$ cat src/bsct_pkg.sv
// Shared types, widths and command codes for the box and sphere collision test.
package bsct_pkg;

   localparam int COORD_WIDTH  = 16;
   localparam int AXES         = 3;
   localparam int POINT_WIDTH  = 48;
   localparam int RADIUS_WIDTH = 16;
   localparam int TAG_WIDTH    = 8;
   localparam int DIFF_WIDTH   = COORD_WIDTH + 1;
   localparam int SQ_WIDTH     = 2 * DIFF_WIDTH;
   localparam int SUM_WIDTH    = SQ_WIDTH + 2;
   localparam int RSUM_WIDTH   = RADIUS_WIDTH + 1;
   localparam int RSQ_WIDTH    = 2 * RSUM_WIDTH;
   localparam int CMP_WIDTH    = (SUM_WIDTH > RSQ_WIDTH) ? SUM_WIDTH : RSQ_WIDTH;

   typedef enum logic [1:0] {
      CMD_BOX_BOX       = 2'd0,
      CMD_BOX_SPHERE    = 2'd1,
      CMD_SPHERE_BOX    = 2'd2,
      CMD_SPHERE_SPHERE = 2'd3
   } cmd_type;

   typedef struct packed {
      cmd_type                 cmd;
      logic [TAG_WIDTH-1:0]    pair_tag;
      logic [POINT_WIDTH-1:0]  a_lo;
      logic [POINT_WIDTH-1:0]  a_hi;
      logic [RADIUS_WIDTH-1:0] a_radius;
      logic [POINT_WIDTH-1:0]  b_lo;
      logic [POINT_WIDTH-1:0]  b_hi;
      logic [RADIUS_WIDTH-1:0] b_radius;
   } req_type;

   typedef struct packed {
      logic [TAG_WIDTH-1:0] tag_out;
      logic                 hit;
   } rsp_type;

   // First stage: per-axis differences, radius sum and the box-box verdict.
   typedef struct packed {
      logic [TAG_WIDTH-1:0]             tag;
      logic                             box_box;
      logic                             overlap;
      logic [AXES-1:0][DIFF_WIDTH-1:0]  diff;
      logic [RSUM_WIDTH-1:0]            rsum;
   } prep_type;

   // Second stage: squared differences and squared radius.
   typedef struct packed {
      logic [TAG_WIDTH-1:0]           tag;
      logic                           box_box;
      logic                           overlap;
      logic [AXES-1:0][SQ_WIDTH-1:0]  sq;
      logic [RSQ_WIDTH-1:0]           rsq;
   } square_type;

   function automatic logic signed [COORD_WIDTH-1:0] coord(
      input logic [POINT_WIDTH-1:0] point,
      input int                     axis
   );
      coord = $signed(point[axis*COORD_WIDTH +: COORD_WIDTH]);
   endfunction

endpackage

$ cat src/bsct_prep.sv
// First pipeline stage: clamps the sphere centre into the box and forms differences.
module bsct_prep (
   input  logic                 clock,
   input  logic                 reset,
   input  logic                 in_valid,
   input  bsct_pkg::req_type    in_req,
   output logic                 out_valid,
   output bsct_pkg::prep_type   out_prep
);

   logic [bsct_pkg::POINT_WIDTH-1:0]  box_lo_pt;
   logic [bsct_pkg::POINT_WIDTH-1:0]  box_hi_pt;
   logic [bsct_pkg::POINT_WIDTH-1:0]  ctr_pt;
   logic [bsct_pkg::RADIUS_WIDTH-1:0] sph_radius;
   logic                              sphere_pair;

   logic signed [bsct_pkg::COORD_WIDTH-1:0] box_lo   [bsct_pkg::AXES];
   logic signed [bsct_pkg::COORD_WIDTH-1:0] box_hi   [bsct_pkg::AXES];
   logic signed [bsct_pkg::COORD_WIDTH-1:0] ctr      [bsct_pkg::AXES];
   logic signed [bsct_pkg::COORD_WIDTH-1:0] clamped  [bsct_pkg::AXES];
   logic signed [bsct_pkg::COORD_WIDTH-1:0] a_c      [bsct_pkg::AXES];
   logic signed [bsct_pkg::COORD_WIDTH-1:0] b_c      [bsct_pkg::AXES];
   logic                                    axis_ovl [bsct_pkg::AXES];

   bsct_pkg::prep_type prep_in;
   bsct_pkg::prep_type prep_ff;
   logic               valid_in;
   logic               valid_ff;

   // Object A is the box only when the sphere is object B.
   always_comb begin
      sphere_pair = (in_req.cmd == bsct_pkg::CMD_SPHERE_SPHERE);
      if (in_req.cmd == bsct_pkg::CMD_BOX_SPHERE) begin
         box_lo_pt  = in_req.a_lo;
         box_hi_pt  = in_req.a_hi;
         ctr_pt     = in_req.b_lo;
         sph_radius = in_req.b_radius;
      end else begin
         box_lo_pt  = in_req.b_lo;
         box_hi_pt  = in_req.b_hi;
         ctr_pt     = in_req.a_lo;
         sph_radius = in_req.a_radius;
      end
   end

   always_comb begin
      prep_in.tag     = in_req.pair_tag;
      prep_in.box_box = (in_req.cmd == bsct_pkg::CMD_BOX_BOX);
      prep_in.overlap = 1'b1;
      for (int i = 0; i < bsct_pkg::AXES; i++) begin
         box_lo[i] = bsct_pkg::coord(box_lo_pt, i);
         box_hi[i] = bsct_pkg::coord(box_hi_pt, i);
         ctr[i]    = bsct_pkg::coord(ctr_pt, i);
         a_c[i]    = bsct_pkg::coord(in_req.a_lo, i);
         b_c[i]    = bsct_pkg::coord(in_req.b_lo, i);
         // Minimum is applied last, so an inverted box clamps to its minimum.
         clamped[i] = (ctr[i] < box_hi[i]) ? ctr[i] : box_hi[i];
         if (box_lo[i] > clamped[i]) begin
            clamped[i] = box_lo[i];
         end
         axis_ovl[i] = (a_c[i] <= bsct_pkg::coord(in_req.b_hi, i)) &&
                       (bsct_pkg::coord(in_req.a_hi, i) >= b_c[i]);
         prep_in.overlap = prep_in.overlap & axis_ovl[i];
         if (sphere_pair) begin
            prep_in.diff[i] = bsct_pkg::DIFF_WIDTH'(a_c[i]) - bsct_pkg::DIFF_WIDTH'(b_c[i]);
         end else begin
            prep_in.diff[i] = bsct_pkg::DIFF_WIDTH'(clamped[i]) - bsct_pkg::DIFF_WIDTH'(ctr[i]);
         end
      end
      if (sphere_pair) begin
         prep_in.rsum = bsct_pkg::RSUM_WIDTH'(in_req.a_radius) +
                        bsct_pkg::RSUM_WIDTH'(in_req.b_radius);
      end else begin
         prep_in.rsum = bsct_pkg::RSUM_WIDTH'(sph_radius);
      end
   end

   assign valid_in = in_valid;

   always_ff @(posedge clock) begin
      if (reset) begin
         valid_ff <= 1'b0;
      end else begin
         valid_ff <= valid_in;
      end
   end

   always_ff @(posedge clock) begin
      prep_ff <= prep_in;
   end

   assign out_valid = valid_ff;
   assign out_prep  = prep_ff;

endmodule

$ cat src/bsct_square.sv
// Second pipeline stage: squares the per-axis differences and the radius term.
module bsct_square (
   input  logic                  clock,
   input  logic                  reset,
   input  logic                  in_valid,
   input  bsct_pkg::prep_type    in_prep,
   output logic                  out_valid,
   output bsct_pkg::square_type  out_square
);

   bsct_pkg::square_type square_in;
   bsct_pkg::square_type square_ff;
   logic                 valid_ff;

   logic signed [bsct_pkg::SQ_WIDTH-1:0] prod [bsct_pkg::AXES];

   always_comb begin
      square_in.tag     = in_prep.tag;
      square_in.box_box = in_prep.box_box;
      square_in.overlap = in_prep.overlap;
      for (int i = 0; i < bsct_pkg::AXES; i++) begin
         prod[i] = bsct_pkg::SQ_WIDTH'($signed(in_prep.diff[i])) *
                   bsct_pkg::SQ_WIDTH'($signed(in_prep.diff[i]));
         // A square is never negative, so the bits read as unsigned.
         square_in.sq[i] = $unsigned(prod[i]);
      end
      square_in.rsq = bsct_pkg::RSQ_WIDTH'(in_prep.rsum) * bsct_pkg::RSQ_WIDTH'(in_prep.rsum);
   end

   always_ff @(posedge clock) begin
      if (reset) begin
         valid_ff <= 1'b0;
      end else begin
         valid_ff <= in_valid;
      end
   end

   always_ff @(posedge clock) begin
      square_ff <= square_in;
   end

   assign out_valid  = valid_ff;
   assign out_square = square_ff;

endmodule

$ cat src/bsct_reduce.sv
// Third pipeline stage: sums the squares, compares and registers the response.
module bsct_reduce (
   input  logic                  clock,
   input  logic                  reset,
   input  logic                  in_valid,
   input  bsct_pkg::square_type  in_square,
   output logic                  out_valid,
   output bsct_pkg::rsp_type     out_rsp
);

   logic [bsct_pkg::SUM_WIDTH-1:0] dist_sq;
   logic                           sphere_hit;
   bsct_pkg::rsp_type              rsp_in;
   bsct_pkg::rsp_type              rsp_ff;
   logic                           valid_ff;

   always_comb begin
      dist_sq = bsct_pkg::SUM_WIDTH'(in_square.sq[0]) +
                bsct_pkg::SUM_WIDTH'(in_square.sq[1]) +
                bsct_pkg::SUM_WIDTH'(in_square.sq[2]);
      // A distance equal to the radius is a miss.
      sphere_hit = bsct_pkg::CMP_WIDTH'(dist_sq) < bsct_pkg::CMP_WIDTH'(in_square.rsq);
      rsp_in.tag_out = in_square.tag;
      rsp_in.hit     = in_square.box_box ? in_square.overlap : sphere_hit;
   end

   always_ff @(posedge clock) begin
      if (reset) begin
         valid_ff <= 1'b0;
      end else begin
         valid_ff <= in_valid;
      end
   end

   always_ff @(posedge clock) begin
      rsp_ff <= rsp_in;
   end

   assign out_valid = valid_ff;
   assign out_rsp   = rsp_ff;

endmodule

$ cat src/box_sphere_collision_test_unit.sv
// Top level of the pipelined box and sphere collision test.
//
//   channel   direction  handshake          payload
//   request   in         start / busy       req_item  (bsct_pkg::req_type)
//   response  out        rsp_valid strobe   rsp_item  (bsct_pkg::rsp_type)
//
// One request is taken in every cycle while busy is low; its response passes the clamp and difference,
// multiplier and compare registers and comes out one per request and in order.
// The pipeline has three register stages: clamp and difference, the 17 by 17 multipliers,
// sum and compare.
// Reset clears the stage valid bits; busy is high during reset and the cycle after.
// The response strobe lasts one cycle and cannot be held off, so nothing stalls.
module box_sphere_collision_test_unit (
   input  logic               clock,
   input  logic               reset,
   input  logic               start,
   output logic               busy,
   input  bsct_pkg::req_type  req_item,
   output logic               rsp_valid,
   output bsct_pkg::rsp_type  rsp_item
);

   logic                 busy_ff;
   logic                 busy_in;
   logic                 accept;
   logic                 prep_valid;
   bsct_pkg::prep_type   prep;
   logic                 square_valid;
   bsct_pkg::square_type square;

   assign busy_in = reset;

   always_ff @(posedge clock) begin
      busy_ff <= busy_in;
   end

   assign busy   = busy_ff | reset;
   assign accept = start & ~busy;

   bsct_prep u_prep (
      .clock     (clock),
      .reset     (reset),
      .in_valid  (accept),
      .in_req    (req_item),
      .out_valid (prep_valid),
      .out_prep  (prep)
   );

   bsct_square u_square (
      .clock      (clock),
      .reset      (reset),
      .in_valid   (prep_valid),
      .in_prep    (prep),
      .out_valid  (square_valid),
      .out_square (square)
   );

   bsct_reduce u_reduce (
      .clock     (clock),
      .reset     (reset),
      .in_valid  (square_valid),
      .in_square (square),
      .out_valid (rsp_valid),
      .out_rsp   (rsp_item)
   );

endmodule

$ cat config.mk
export PLATFORM = sky130hd
export DESIGN_NAME = box_sphere_collision_test_unit
export DESIGN_NICKNAME = d
export VERILOG_FILES = /design/src/bsct_pkg.sv /design/src/bsct_prep.sv /design/src/bsct_square.sv /design/src/bsct_reduce.sv /design/src/box_sphere_collision_test_unit.sv
export SDC_FILE = /design/constraint.sdc
export NUM_CORES = 2
export LEC_CHECK = 0
export BUFFER_PORTS_ARGS = -buffer_cell sky130_fd_sc_hd__buf_2
export CORE_MARGIN = 8
export CORE_UTILIZATION = 40
export CTS_CLUSTER_DIAMETER = 60
export DETAILED_ROUTE_END_ITERATION = 8
export GPL_TIMING_DRIVEN = 0
export HOLD_SLACK_MARGIN = 0.05
export PLACE_DENSITY_LB_ADDON = 0.05
export SYNTH_ARGS = -nofsm -noshare
export SYNTH_HDL_FRONTEND = slang
export SYNTH_SLANG_ARGS = --single-unit
$ cat constraint.sdc
create_clock -name clock -period 9.4 [get_ports clock]
set_input_delay 0 -clock clock [delete_from_list [all_inputs] [get_ports clock]]
set_output_delay 0 -clock clock [all_outputs]
set_load 0.005 [all_outputs]
==> flow_metrics.py <==
metrics = {
    "timing": {
        "drv_slew": 0,
        "rsz0062_at_grt": "no",
        "maxSlewHeadroom_pct": 15.6,
        "max_freq_mhz": 112,
        "period_minus_slack_ns": 8.90,
        "hold_viol": 0,
        "tightest_slew_ns": 1.25,
        "fin_worst_skew_ns": 0.0298,
        "finalSetupViolCount": 0,
        "post-route-period-util_pct": 94.6,
    },
    "setup_path": {
        "arrival_ns": 9.34,
        "r2r-start": "u_prep.out_prep[53]",
        "max_stage_delay_ns": 0.65,
        "cp_slowest_cell": "clkbuf_1",
        "reg2reg_depth": 21,
        "path_class": "input port to flip-flop",
        "path_max_fanout": 18,
        "worst_setup_path_start_kind": "input port",
        "r2r-end": "u_square.out_square[135]",
        "reg2reg_slack_ns": 0.51,
        "worst-endpoint-required_ns": 9.85,
        "end_kind": "flip-flop",
        "crit_top_cell": "a21oi_1",
    },
    "run": {
        "cap_violations": 0,
    },
    "clocking": {
        "cts_buffers": 39,
        "htree_levels": 2,
        "clk_latency_ns": 0.60,
        "clock_path_buffers": 3,
        "root_buffer": "clkbuf_16",
        "cts_setup_buffers": 0,
        "cts.clk_slew.worst_paths_ns": 0.05,
        "clock-sinks": 233,
        "cts_tree": "yes",
    },
    "logic_synthesis": {
        "yosysWarnings": 0,
        "synth_edf_count": 0,
        "synth.distinct_cells": 78,
        "async_reset_ff_share_pct": 0,
        "ys.flop_type": "dfxtp_1",
        "ys_seq_elements": 233,
        "synth_nets": 8476,
        "synth_seq_area_share_pct": 8.09,
        "synth_area_per_cell_um2": 8.93,
        "syn_inst": 6459,
        "syn_area_um2": 57700,
    },
    "floorplan": {
        "rows": 139,
        "initial_core_util_pct": 40.2,
        "ios": 248,
        "die_h_um": 396,
        "die_w_um": 396,
        "die-area_um2": 157000,
        "core_um2": 143000,
    },
    "global_routing": {
        "grt_max_degree": 20,
        "grt_overflow": 0,
        "grt_pass1_vias": 46700,
        "grt_use_total_pct": 21.5,
        "grt_pass1_wl_um": 266000,
        "antenna_found_initial": 9,
    },
    "placement": {
        "dp_hpwl_um": 149000,
        "numPlacedInstances": 8608,
        "place.gp.congestion": 0.888,
        "port_buffers": 246,
    },
    "status": {
        "status": "completed",
    },
    "drt": {
        "dr.pass1.iters": 8,
        "drt_iter0_drc": 1961,
        "antenna_left": 0,
        "routed_wl_um": 168000,
        "viasPerCell": 4.97,
        "route.detailed.drc": 0,
        "wl_per_cell_um": 19.1,
        "vias": 43700,
    },
    "layout": {
        "multiInputGateArea_um2": 46900,
        "nets": 8876,
        "seqCellArea_um2": 4660,
        "drive_gt1_share_pct": 6.11,
        "fin_cells": 8794,
        "syn2layout_area_growth_pct": 10.5,
        "fill_cells": 14500,
    },
    "min_path": {
        "hold_path_class": "input port to flip-flop",
        "min_to": "u_prep.out_prep[19]",
        "min_from": "req_item[66]",
        "whs_path_depth": 5,
    },
}
## final cells by class
class,instances,area share (%)
plain buffers,136,0.862
repair buffers,361,3.74
inverters,1484,8.74
clock inverters,27,0.442
multi-input cells,4604,73.6
diodes,3,0.0118
flip-flops and latches,233,7.32
well taps,1903,3.74
clock buffers,43,1.56
## synth_stat cells (17+ instances only)
cell	count	share of area, %
nor2_1	339	2.2
mux2_4	20	0.52
and2_1	262	2.8
o21ai_0	185	1.6
xor2_1	84	1.3
ha_1	764	17
and3_1	26	0.28
dfxtp_1	233	8.1
o21a_1	69	0.90
a21oi_1	368	3.2
mux2i_1	94	1.6
o21bai_1	22	0.29
nand3_1	51	0.44
nor3_1	52	0.45
nand4_1	49	0.53
xnor2_1	210	3.2
o211ai_1	17	0.22
or2_2	21	0.23
a31oi_1	19	0.21
nand2b_1	67	0.73
fa_1	1016	35
nor2b_1	77	0.84
a21o_1	107	1.4
nand2_1	439	2.9
inv_1	1482	9.6
or3_1	18	0.20
clkbuf_1	129	0.84
mux2_2	31	0.61
## registers in the layout (all words and copies together), names as in the netlist
signal and flops:
busy_ff 1, u_prep.out_prep 78, u_prep.out_valid 1, u_reduce.out_rsp 9, u_reduce.out_valid 1, u_square.out_square 142
u_square.out_valid 1
## cells by family after synthesis
kind of cell             after synthesis  synth area share (%)
XOR/XNOR                             294                  4.47
AO/OA/AOI/OAI                        944                  10.1
flip-flops                           233                  8.09
multiplexers                         145                  2.76
AND/OR/NAND/NOR                     1441                  12.1
adder cells (fa/ha/maj)             1780                  51.8
buffers and inverters               1622                  10.6
## routing by layer
| layer | routed length, um | vias to the layer above | part of all wire (%) | global-route usage [%] |
|---|---|---|---|---|
| li1 | - | 21100 | - | - |
| met1 | 77300 | 21600 | 46 | 29.4 |
| met2 | 79400 | 851 | 47 | 36.5 |
| met3 | 7470 | 150 | 4.5 | 2.83 |
| met4 | 3650 | 0 | 2.2 | 4.27 |
| met5 | 0 | - | 0 | 0 |
## through the flow
stage	setup slack, ns	utilization (%)	TNS (ns)	hold WS, ns	area [um^2]
floorplan	0.843	-	0	0.0277	57700
CTS	0.0833	44.5	0	0.0537	63700
detailed placement	-1.76	42.8	-16.19	0.104	61300
global placement	-1.64	42.8	-15.05	0.104	61300
global route	0.00192	44.5	0	0.104	63700
finish	0.504	44.5	0	0.104	63700
## worst max-delay path, delay by kind of cell
kind            cells  cell delay [ns]
buf+inv             6             2.12
mux                 3             1.06
fa+ha+maj           3             1.05
xor+xnor            1             0.18
compound gates     20             3.94
simple gates        7             0.98
## cell usage in the layout, fill, tap and decap left out, types with 31 or more instances in the layout
cell           synthesis  routed
a21o_1               107     107
a21oi_1              368     368
and2_1               262     262
buf_2                  2     248
clkbuf_1             129     123
clkbuf_16              0      39
dfxtp_1              233     233
dlygate4sd3_1          0     115
fa_1                1016    1016
ha_1                 764     764
inv_1               1482    1482
mux2_2                31      31
mux2i_1               94      94
nand2_1              439     439
nand2b_1              67      67
nand3_1               51      51
nand4_1               49      49
nor2_1               339     339
nor2b_1               77      77
nor3_1                52      52
o21a_1                69      69
o21ai_0              185     185
xnor2_1              210     210
xor2_1                84      84
## worst max-delay path by stage
| stage | from | endpoint | slack, ns | cells after the start |
|---|---|---|---|---|
| finish | req_item[233] | u_prep.out_prep[48] | 0.50 | 40 |
| global route | req_item[233] | u_prep.out_prep[48] | 0.002 | 42 |
| detailed placement | req_item[233] | u_prep.out_prep[67] | -1.76 | 43 |
| global placement | req_item[233] | u_prep.out_prep[67] | -1.64 | 43 |
| floorplan | req_item[232] | u_prep.out_prep[67] | 0.84 | 42 |
| CTS | req_item[233] | u_prep.out_prep[50] | 0.08 | 42 |
## timing repair
item                                    CTS  global route
gates resized for setup                   6            14
hold buffers                            115             0
endpoints found under the hold margin    77             0
endpoints found under the setup margin   11             7
Power is not shown: default switching activity piles up to over one toggle a cycle in this logic, so the estimate is an artifact.
